<file path="src/hw/rtl/spr_pkg.sv">
`default_nettype none

package spr_pkg;

  localparam int POSITION_WIDTH_DEF = 32;
  localparam int CFG_INDEX_WIDTH    = 3;

  localparam logic [31:0] RAMP_START_COUNT_RESET  = 32'd0;
  localparam logic [31:0] RAMP_STOP_COUNT_RESET   = 32'd0;
  localparam logic [31:0] RAMP_INTERVAL_RESET     = 32'd1;
  localparam logic [31:0] RAMP_INITIAL_RATE_RESET = 32'd0;
  localparam logic [31:0] RAMP_FINAL_RATE_RESET   = 32'd0;

  typedef enum logic [1:0] {
    FUNC_MOVE  = 2'd0,
    FUNC_PULSE = 2'd1,
    FUNC_HOME  = 2'd2
  } func_t;

  typedef enum logic [CFG_INDEX_WIDTH-1:0] {
    REG_RAMP_START_COUNT  = 3'd0,
    REG_RAMP_STOP_COUNT   = 3'd1,
    REG_RAMP_INTERVAL     = 3'd2,
    REG_RAMP_INITIAL_RATE = 3'd3,
    REG_RAMP_FINAL_RATE   = 3'd4
  } reg_index_t;

  typedef enum logic [2:0] {
    S_IDLE,
    S_EXEC,
    S_MOD,
    S_MUL,
    S_DIVST,
    S_DIV,
    S_ARRIVE,
    S_OUT
  } state_t;

  typedef struct packed {
    logic [1:0]         func;
    logic signed [31:0] target;
  } in_item_t;

  typedef struct packed {
    logic signed [31:0] position;
    logic               direction;
    logic               moving;
    logic               counting;
    logic               drive_enabled;
    logic [31:0]        step_rate;
    logic               rate_changed;
    logic               on_ramp;
    logic               arrived;
  } out_item_t;

  typedef struct packed {
    logic [31:0] ramp_start_count;
    logic [31:0] ramp_stop_count;
    logic [31:0] ramp_interval;
    logic [31:0] ramp_initial_rate;
    logic [31:0] ramp_final_rate;
  } cfg_t;

  // divider request: remainder preload must stay below the divisor
  typedef struct packed {
    logic        start;
    logic [31:0] rem_init;
    logic [31:0] dividend;
    logic [31:0] divisor;
  } div_ctrl_t;

  typedef struct packed {
    logic        busy;
    logic        done;
    logic [31:0] quotient;
    logic [31:0] remainder;
  } div_stat_t;

endpackage

`default_nettype wire

</file>
<file path="src/hw/rtl/spr_divider.sv">
`default_nettype none

module spr_divider
  import spr_pkg::*;
(
  input  wire logic      clk,
  input  wire logic      rst,
  input  wire div_ctrl_t ctrl,
  output div_stat_t      stat
);

  logic [31:0] rem;
  logic [31:0] quo;
  logic [31:0] dvs;
  logic [4:0]  cnt;
  logic        busy;
  logic        done;

  logic [32:0] trial;
  logic [32:0] diff;

  // one restoring step per cycle, quotient bits shift in behind the dividend
  assign trial = {rem, quo[31]};
  assign diff  = trial - {1'b0, dvs};

  always_ff @(posedge clk) begin
    if (rst) begin
      busy <= 1'b0;
      done <= 1'b0;
      cnt  <= '0;
    end else begin
      done <= 1'b0;
      if (ctrl.start) begin
        busy <= 1'b1;
        cnt  <= '0;
      end else if (busy) begin
        cnt <= cnt + 5'd1;
        if (cnt == 5'd31) begin
          busy <= 1'b0;
          done <= 1'b1;
        end
      end
    end
  end

  always_ff @(posedge clk) begin
    if (ctrl.start) begin
      rem <= ctrl.rem_init;
      quo <= ctrl.dividend;
      dvs <= ctrl.divisor;
    end else if (busy) begin
      if (!diff[32]) begin
        rem <= diff[31:0];
        quo <= {quo[30:0], 1'b1};
      end else begin
        rem <= trial[31:0];
        quo <= {quo[30:0], 1'b0};
      end
    end
  end

  assign stat.busy      = busy;
  assign stat.done      = done;
  assign stat.quotient  = quo;
  assign stat.remainder = rem;

endmodule

`default_nettype wire

</file>
<file path="src/hw/rtl/spr_core.sv">
`default_nettype none

module spr_core
  import spr_pkg::*;
#(
  parameter int POSITION_WIDTH = POSITION_WIDTH_DEF
) (
  input  wire logic      clk,
  input  wire logic      rst,
  input  wire logic      in_valid,
  output logic           in_stall,
  input  wire in_item_t  in_data,
  output logic           out_valid,
  input  wire logic      out_stall,
  output out_item_t      out_data,
  input  wire cfg_t      cfg,
  output div_ctrl_t      div_ctrl,
  input  wire div_stat_t div_stat
);

  localparam int PW = POSITION_WIDTH;

  state_t          state, state_next;
  in_item_t        item, item_next;
  logic [PW-1:0]   position_reg, position_reg_next;
  logic [PW-1:0]   target_reg, target_reg_next;
  logic [31:0]     pulse_count, pulse_count_next;
  logic            dir_reg, dir_reg_next;
  logic            moving_reg, moving_reg_next;
  logic            counting_reg, counting_reg_next;
  logic            enable_reg, enable_reg_next;
  logic [31:0]     rate_reg, rate_reg_next;
  logic            ramp_flag, ramp_flag_next;
  logic            changed, changed_next;
  logic            arrived, arrived_next;
  logic [31:0]     off, off_next;
  logic [31:0]     d_mag, d_mag_next;
  logic            d_neg, d_neg_next;
  logic [63:0]     prod, prod_next;
  logic            out_valid_next;
  out_item_t       out_data_next;

  logic [31:0]        count_inc;
  logic [31:0]        off_calc;
  logic               in_window;
  logic [31:0]        delta;
  logic signed [63:0] target_wide;
  logic [PW-1:0]      target_new;
  logic [PW-1:0]      move_diff;
  logic [63:0]        position_wide;
  logic [31:0]        update_end;

  assign count_inc     = pulse_count + 32'd1;
  assign off_calc      = count_inc - cfg.ramp_start_count;
  assign in_window     = (count_inc > cfg.ramp_start_count) &&
                         (count_inc < cfg.ramp_stop_count);
  assign delta         = cfg.ramp_final_rate - cfg.ramp_initial_rate;
  assign target_wide   = 64'(item.target);
  assign target_new    = PW'(target_wide);
  assign move_diff     = target_new - position_reg;
  assign position_wide = 64'(position_reg);
  assign update_end    = pulse_count + cfg.ramp_interval;

  assign in_stall = (state != S_IDLE);

  always_ff @(posedge clk) begin
    if (rst) begin
      state        <= S_IDLE;
      position_reg <= '0;
      target_reg   <= '0;
      pulse_count  <= '0;
      dir_reg      <= 1'b0;
      moving_reg   <= 1'b0;
      counting_reg <= 1'b0;
      enable_reg   <= 1'b0;
      rate_reg     <= RAMP_INITIAL_RATE_RESET;
      ramp_flag    <= 1'b0;
      changed      <= 1'b0;
      arrived      <= 1'b0;
      out_valid    <= 1'b0;
    end else begin
      state        <= state_next;
      position_reg <= position_reg_next;
      target_reg   <= target_reg_next;
      pulse_count  <= pulse_count_next;
      dir_reg      <= dir_reg_next;
      moving_reg   <= moving_reg_next;
      counting_reg <= counting_reg_next;
      enable_reg   <= enable_reg_next;
      rate_reg     <= rate_reg_next;
      ramp_flag    <= ramp_flag_next;
      changed      <= changed_next;
      arrived      <= arrived_next;
      out_valid    <= out_valid_next;
    end
  end

  always_ff @(posedge clk) begin
    item     <= item_next;
    off      <= off_next;
    d_mag    <= d_mag_next;
    d_neg    <= d_neg_next;
    prod     <= prod_next;
    out_data <= out_data_next;
  end

  always_comb begin
    state_next        = state;
    item_next         = item;
    position_reg_next = position_reg;
    target_reg_next   = target_reg;
    pulse_count_next  = pulse_count;
    dir_reg_next      = dir_reg;
    moving_reg_next   = moving_reg;
    counting_reg_next = counting_reg;
    enable_reg_next   = enable_reg;
    rate_reg_next     = rate_reg;
    ramp_flag_next    = ramp_flag;
    changed_next      = changed;
    arrived_next      = arrived;
    off_next          = off;
    d_mag_next        = d_mag;
    d_neg_next        = d_neg;
    prod_next         = prod;
    out_valid_next    = out_valid && out_stall;
    out_data_next     = out_data;
    div_ctrl          = '0;

    unique case (state)
      S_IDLE: begin
        if (in_valid) begin
          item_next  = in_data;
          state_next = S_EXEC;
        end
      end

      S_EXEC: begin
        changed_next = 1'b0;
        arrived_next = 1'b0;
        d_neg_next   = delta[31];
        d_mag_next   = delta[31] ? (32'd0 - delta) : delta;
        state_next   = S_OUT;
        case (item.func)
          FUNC_MOVE: begin
            target_reg_next = target_new;
            dir_reg_next    = move_diff[PW-1];
            if (move_diff != '0) begin
              counting_reg_next = 1'b1;
              moving_reg_next   = 1'b1;
              enable_reg_next   = 1'b1;
            end
          end
          FUNC_PULSE: begin
            if (counting_reg) begin
              pulse_count_next = count_inc;
              off_next         = off_calc;
              if (moving_reg) begin
                position_reg_next = dir_reg ? (position_reg - PW'(1))
                                            : (position_reg + PW'(1));
              end
              ramp_flag_next = in_window;
              state_next     = S_ARRIVE;
              if (in_window && (cfg.ramp_interval != 32'd0)) begin
                // remainder of the ramp offset by the interval
                div_ctrl.start    = 1'b1;
                div_ctrl.rem_init = 32'd0;
                div_ctrl.dividend = off_calc;
                div_ctrl.divisor  = cfg.ramp_interval;
                state_next        = S_MOD;
              end
            end
          end
          FUNC_HOME: begin
            position_reg_next = '0;
            moving_reg_next   = 1'b0;
            enable_reg_next   = 1'b0;
          end
          default: begin
          end
        endcase
      end

      S_MOD: begin
        if (div_stat.done) begin
          state_next = S_ARRIVE;
          if (div_stat.remainder == 32'd0) begin
            changed_next = 1'b1;
            if (update_end >= cfg.ramp_stop_count) begin
              rate_reg_next = cfg.ramp_final_rate;
            end else begin
              state_next = S_MUL;
            end
          end
        end
      end

      S_MUL: begin
        prod_next  = 64'(d_mag) * 64'(off);
        state_next = S_DIVST;
      end

      S_DIVST: begin
        // offset is below the span, so the quotient fits in 32 bits
        div_ctrl.start    = 1'b1;
        div_ctrl.rem_init = prod[63:32];
        div_ctrl.dividend = prod[31:0];
        div_ctrl.divisor  = cfg.ramp_stop_count - cfg.ramp_start_count;
        state_next        = S_DIV;
      end

      S_DIV: begin
        if (div_stat.done) begin
          rate_reg_next = cfg.ramp_initial_rate +
                          (d_neg ? (32'd0 - div_stat.quotient) : div_stat.quotient);
          state_next    = S_ARRIVE;
        end
      end

      S_ARRIVE: begin
        if (target_reg == position_reg) begin
          counting_reg_next = 1'b0;
          pulse_count_next  = '0;
          moving_reg_next   = 1'b0;
          arrived_next      = 1'b1;
        end
        state_next = S_OUT;
      end

      S_OUT: begin
        if (!out_valid || !out_stall) begin
          out_valid_next              = 1'b1;
          out_data_next.position      = position_wide[31:0];
          out_data_next.direction     = dir_reg;
          out_data_next.moving        = moving_reg;
          out_data_next.counting      = counting_reg;
          out_data_next.drive_enabled = enable_reg;
          out_data_next.step_rate     = rate_reg;
          out_data_next.rate_changed  = changed;
          out_data_next.on_ramp       = ramp_flag;
          out_data_next.arrived       = arrived;
          state_next                  = S_IDLE;
        end
      end
    endcase
  end

endmodule

`default_nettype wire

</file>
<file path="src/hw/rtl/stepper_position_with_linear_ramp.sv">
// stepper move controller with a linear step-rate ramp
// input channel (in_valid / in_stall / in_data): one item per command, func selects
//   move to target, step pulse edge or home switch reached
// output channel (out_valid / out_stall / out_data): exactly one result item per
//   input item, in order, showing the position, flags and step rate after it
// config port (cfg_write / cfg_index / cfg_data): writes the five ramp registers;
//   the user must write them only while no item is in flight, which the block
//   leaves unchecked; indexes past the last register are dropped
// steps: move, home, unused codes and uncounted pulses pass S_EXEC and S_OUT;
//   counted pulses outside the ramp window also pass S_ARRIVE; a pulse inside
//   the window with a nonzero interval runs the shared 32-step serial divider
//   for the interval remainder and again for the slope of an interpolated rate
// throughput: one item at a time, in_stall is high from accept until the result
//   is loaded into the output register; the next item can enter while that
//   result still waits
// stall: a stalled result holds in the output register; a finished item waits
//   in its last step until the register frees up
// reset: synchronous, clears position, target, count and flags, empties the output
//   register, and loads the ramp registers and the rate with their defaults
`default_nettype none

module stepper_position_with_linear_ramp
  import spr_pkg::*;
#(
  parameter int POSITION_WIDTH = POSITION_WIDTH_DEF
) (
  input  wire logic                       clk,
  input  wire logic                       rst,
  input  wire logic                       in_valid,
  output logic                            in_stall,
  input  wire in_item_t                   in_data,
  output logic                            out_valid,
  input  wire logic                       out_stall,
  output out_item_t                       out_data,
  input  wire logic                       cfg_write,
  input  wire logic [CFG_INDEX_WIDTH-1:0] cfg_index,
  input  wire logic [31:0]                cfg_data
);

  cfg_t      cfg;
  div_ctrl_t div_ctrl;
  div_stat_t div_stat;

  always_ff @(posedge clk) begin
    if (rst) begin
      cfg.ramp_start_count  <= RAMP_START_COUNT_RESET;
      cfg.ramp_stop_count   <= RAMP_STOP_COUNT_RESET;
      cfg.ramp_interval     <= RAMP_INTERVAL_RESET;
      cfg.ramp_initial_rate <= RAMP_INITIAL_RATE_RESET;
      cfg.ramp_final_rate   <= RAMP_FINAL_RATE_RESET;
    end else if (cfg_write) begin
      unique case (reg_index_t'(cfg_index))
        REG_RAMP_START_COUNT:  cfg.ramp_start_count  <= cfg_data;
        REG_RAMP_STOP_COUNT:   cfg.ramp_stop_count   <= cfg_data;
        REG_RAMP_INTERVAL:     cfg.ramp_interval     <= cfg_data;
        REG_RAMP_INITIAL_RATE: cfg.ramp_initial_rate <= cfg_data;
        REG_RAMP_FINAL_RATE:   cfg.ramp_final_rate   <= cfg_data;
        default: begin
        end
      endcase
    end
  end

  spr_core #(
    .POSITION_WIDTH(POSITION_WIDTH)
  ) u_core (
    .clk      (clk),
    .rst      (rst),
    .in_valid (in_valid),
    .in_stall (in_stall),
    .in_data  (in_data),
    .out_valid(out_valid),
    .out_stall(out_stall),
    .out_data (out_data),
    .cfg      (cfg),
    .div_ctrl (div_ctrl),
    .div_stat (div_stat)
  );

  spr_divider u_div (
    .clk (clk),
    .rst (rst),
    .ctrl(div_ctrl),
    .stat(div_stat)
  );

endmodule

`default_nettype wire

</file>
<file path="config.mk">
export PLATFORM = sky130hd
export DESIGN_NAME = stepper_position_with_linear_ramp
export DESIGN_NICKNAME = d
export VERILOG_FILES = /design/src/hw/rtl/spr_pkg.sv /design/src/hw/rtl/spr_divider.sv /design/src/hw/rtl/spr_core.sv /design/src/hw/rtl/stepper_position_with_linear_ramp.sv
export SDC_FILE = /design/constraint.sdc
export NUM_CORES = 2
export LEC_CHECK = 0
export BUFFER_PORTS_ARGS = -buffer_cell sky130_fd_sc_hd__buf_2
export CAP_MARGIN = 20
export CORE_MARGIN = 2
export CORE_UTILIZATION = 55
export CTS_CLUSTER_SIZE = 28
export DETAILED_ROUTE_END_ITERATION = 10
export PLACE_DENSITY = 0.68
export REMOVE_ABC_BUFFERS = 1
export SLEW_MARGIN = 20
export SYNTH_ARGS = -nofsm -noshare
export SYNTH_HDL_FRONTEND = slang
export SYNTH_SLANG_ARGS = --single-unit
export TNS_END_PERCENT = 1
</file>
<file path="constraint.sdc">
create_clock -name clk -period 22.5 [get_ports clk]
set_input_delay 3.375 -clock clk [delete_from_list [all_inputs] [get_ports clk]]
set_output_delay 3.375 -clock clk [all_outputs]
set_load 0.02 [all_outputs]
</file>
# Word-level counts from Yosys, hierarchy flattened
# Cells that the tools add are included.
# totals
reg_bits	636
input_bits	74
out_inout_bits	73
wordCells	180
# classes
addsub	13
multipliers	1
order_cmp	3
n_eq_ne	31
mux	52
bitwise_logic	1
n_reduce_logical	39
# op_table
op	n
two-way mux 32 bit	16
two-way mux 97 bit	3
case mux 97 bit (2 select lines)	1
case mux 32 bit (2 select lines)	3
subtractor 32 bit	4
adder 32 x 1 -> 32 bit (second input constant)	2
adder 32 bit	2
multiplier 32 x 32 -> 64 bit	1
nonzero test 32 bit	2
subtractor 1 x 32 -> 32 bit (first input constant)	2
subtractor 33 x 32 -> 33 bit	1
== test 32 bit	1
>= comparator 32 bit	1
greater-than comparator 32 bit	1
zero test 32 bit	1
< comparator 32 bit	1
subtractor 32 x 1 -> 32 bit (second input constant)	1
two-way mux 31 bit	1
two-way mux 3 bit	9
inequality test 2 x 1 -> 1 bit (second input constant)	12
case mux 3 bit (8 select lines)	1
AND reduction 4 bit	5
AND reduction 2 bit	9
== test 3 bit (second input constant)	5
other kinds (23)	55

# Logic depth before layout (Yosys ltp)
# logic_depth
word_depth	9
mapped_depth	30
ltp_nobuf	28

# Modules after synthesis
# Synthesis repeated with hierarchy kept, for this count alone.
# hier_totals
hier_cells	7953
area_unflattened_um2	73853.3
# by_module_without_submodules
module	instances	cells_per_inst	area_per_inst_um2	seq_area_each_um2
spr_core	1	6840	61348.8	9809.4
stepper_position_with_linear_ramp	1	559	6289.8	3203.1
spr_divider	1	554	6214.7	3022.9

# Least setup slack after synthesis
# No wires, ideal clock.
# synth_timing
path_kind	register -> register
startpoint	reg u_core.off[17]
endpoint	reg u_core.prod[60], data pin
setup_time_ns	0.259
t_arrival_ns	7.560
required_ns	22.241
setup_slack_ns	14.681
stages_incl_launch_ff	30
n_path_buf	2
period_less_slack_ns	7.819
cell_sequence	edfxtp_1 clkbuf_1 and2_1 fa_1 inv_1 fa_1 inv_1 fa_1 inv_1 fa_1 inv_1 fa_1 fa_1 fa_1 inv_1 fa_1 inv_1 ha_1 clkbuf_1 a21oi_1 o21ai_0 a211o_1 o21a_1 o21a_1 a31oi_1 o21ai_1 a221o_1 a21o_1 a31oi_1 xnor2_1
# synth_between
elab_chain_len	1
# synth_lines
element	line_no	rtl
start, declared	spr_core.sv:36	logic [31:0] off, off_next;
start signal, assigned	spr_core.sv:100	off <= off_next;
multiplier 32 x 32 -> 64 bit	spr_core.sv:198	prod_next = 64'(d_mag) * 64'(off);
end signal, assigned	spr_core.sv:103	prod <= prod_next;
end, declared	spr_core.sv:39	logic [63:0] prod, prod_next;
# Every way passes these cells.
# A chain may end at the register's enable or synchronous reset.

# Worst setup path in the final report
# layout_timing
startpoint	reg u_core.off[2]
endpoint	reg u_core.prod[63], data pin
# The elaborated chain is that of the path after synthesis.

==> reports/results.ini <==
[placed_design]
dp_hpwl_mm=159.4
dp_slack_ns=13.26
dpl_cell_area_sq_mm=0.07435
io_buffers=146
routabilityCongestion=0.9767

[cts]
clk_pin_slew_ns=0.06
cts_max_path_buffers=3
post-cts-setup-buffers=0
hold_buffers=0
htreeDepth=3
post_cts_resized=0
root_buffer=clkbuf_16
numCtsBuffers=71
cts.sinks=636
clock_latency_ns=0.68
cts_tree=built

[sta]
fin_ws_ns=13.00
fin_worst_skew_ns=0.03945
drv_slew=0
rsz0062_at_grt=false
worst_pin_slew_ns=1.209
fmax_mhz=105.3
fin_crit_sh_pct=42.22
fin_crit_ns=9.499
final-setup-viol-count=0
worst_slew_margin_rel_pct=18.81
setup_tns_ns=0
hold_viol=0

[setup_path]
cp-start-kind=register
worstPathMaxFanout=32
worstPathArrival_ns=9.90
reg2reg_from=u_core.off[2]
end_kind=register
r2r_cells=27
cp_slowest_stage_delay_ns=1.13
cpMostUsedCell=fa_1
crit_slowest_cell=edfxtp_1
timing.rr.end=u_core.prod[63]
r2r_slack_ns=13.00
worstSetupPathType=reg2reg
crit_required_ns=22.90

[floorplanning]
die_w_um=365.9
fp.dieArea_sq_mm=0.1339
die_y_um=365.9
initial_core_util_pct=55.49
core_sq_mm=0.1298
io-pin-count=147
rows=132

[route]
wirelength_mm=205.9
viasPerCell=5.831
ant_nets=0
post_drt_wl_per_cell_um=21.05
first_iter_violations=4415
vias=57055
firstDrtPassIters=6
drcViolationCount=0

[cells_and_area]
largestRegisters=cfg: 160 flops, u_core.out_data: 71 flops, u_core.prod: 64 flops
top_register=cfg
drive_gt1_share_pct=5.149
largest_register_ffs=160
syn_to_final_growth_pct=6.522
fin_area_sq_mm=0.07673
finalNetCount=9549

[global_routing]
grt_pass1_vias=58258
grt_usage_pct=30.99
grt_overflow=0
antenna_found_initial=8
grt_pass1_wl_mm=327.6
grt_max_degree=182

[logic_synthesis]
ys_warn_count=0
syn-mean-instance-area_sq_um=8.968
synth_flop_cell=edfxtp_1
async_reset_ff_share_pct=0
synthCells=8032
synth_area_sq_mm=0.07203
synth_cell_types=91
synth_seq_cells=636
synth-edff-count=330
synth_sequential_area_ratio_pct=22.26

[worst_hold_path]
hp-class=reg2reg
min_from=u_core.rate_reg[9]
holdPathEnd=u_core.out_data[12]
whs_path_depth=0

[flow_run]
cap_violations=0

[outcome]
status=finished clean

-- layout by cell type, fill, tap and decap left out, drive strengths merged, types with 80 or more instances in the layout --
cell,synthesis,layout
nand2,1122,1122
inv,1116,1121
fa,904,904
and2,634,634
ha,587,587
a21oi,540,540
edfxtp,330,330
nor2,324,324
dfxtp,306,306
o21ai,272,272
buf,13,245
xnor2,226,226
a21o,182,182
xor2,147,147
clkbuf,353,98
nand3,95,95
nor3,80,80
-- critical path, delay by kind of cell (launching register included) --
| kind | cells | cell delay (ns) |
|---|---|---|
| compound gates | 7 | 1.99 |
| xor+xnor | 1 | 0.13 |
| fa+ha+maj | 9 | 4.42 |
| buf+inv | 5 | 0.24 |
| flops | 1 | 1.13 |
| simple gates | 5 | 1.30 |
-- how the worst max path moves through the flow --
| stage | from | endpoint |
|---|---|---|
| after CTS | u_core.off[11] | u_core.prod[63] |
| final | u_core.off[2] | u_core.prod[63] |
| after detailed placement | u_core.off[11] | u_core.prod[63] |
| after floorplan | u_core.off[17] | u_core.prod[60] |
| after global placement | u_core.off[7] | u_core.prod[63] |
| after global routing | u_core.off[2] | u_core.prod[63] |
-- synth_stat cells, types with 9 or more instances --
cell type / count / share of area [%]
mux2i_1: 21 / 0.29
a311oi_1: 12 / 0.15
a31oi_1: 34 / 0.30
o21bai_1: 38 / 0.40
a21oi_1: 540 / 3.8
xor2_1: 146 / 1.8
nor3_1: 80 / 0.56
a22o_1: 21 / 0.26
nand2_1: 1122 / 5.8
a22oi_1: 55 / 0.57
nand4_1: 41 / 0.36
ha_1: 587 / 10
or3_1: 44 / 0.38
inv_1: 1116 / 5.8
nand3_1: 93 / 0.65
or2_2: 15 / 0.13
a211oi_1: 46 / 0.48
a221oi_1: 9 / 0.11
o31ai_1: 29 / 0.30
and2_1: 632 / 5.5
nor2_1: 323 / 1.7
o22ai_1: 9 / 0.078
o41ai_1: 10 / 0.12
edfxtp_1: 330 / 14
nor4_1: 45 / 0.39
dfxtp_1: 306 / 8.5
clkbuf_1: 353 / 1.8
nand3b_1: 17 / 0.18
o31a_1: 11 / 0.13
o211ai_1: 24 / 0.25
a21boi_0: 10 / 0.10
fa_1: 904 / 25
buf_2: 9 / 0.063
a21o_1: 182 / 1.9
o21ai_0: 265 / 1.8
xnor2_1: 226 / 2.7
and4_1: 13 / 0.16
and3_1: 44 / 0.38
nor2b_1: 42 / 0.36
o21a_1: 43 / 0.45
nand2b_1: 52 / 0.45
-- logic make-up after synthesis --
logic type	after synthesis	synth area share, %
AOI/OAI and AO/OA	1432	12.41
xor gates and xnor gates	373	4.546
adders and majority gates	1491	35.32
buffers and inverters	1483	7.744
DFF	636	22.26
muxes	23	0.3231
and+or+nand+nor	2594	17.40
-- cell type report --
cell class | instances | area (sq um)
antenna | 1 | 2.502
clock buffer | 98 | 1989
clock inverter | 32 | 311.5
fill | 11605 | 53080
inverter | 1117 | 4194
multi-input combinational | 5913 | 50490
sequential | 636 | 16040
tap | 1742 | 2180
timing repair buffer | 245 | 1530
-- per-layer routing --
layer	part of all wire (%)	GRT usage, %	vias to the layer above
li1	-	-	26104
met1	42	41.38	28647
met3	6.1	3.683	433
met2	48	51.90	1863
met5	0.026	0	-
met4	4.2	11.49	8
-- per-stage QoR --
step	std cells	utilization, %	hold slack, ns
2_1_floorplan	7666	-	0.4005
3_3_place_gp	9648	57.28	0.4169
3_5_place_dp	9648	57.28	0.4153
4_1_cts	9778	59.05	0.4253
5_1_grt	9784	59.11	0.4421
6_report	9784	59.11	0.4317
Power is left out: the tool's default activity adds up to more than one toggle a clock period on the data nets, which glitch-free logic cannot reach.
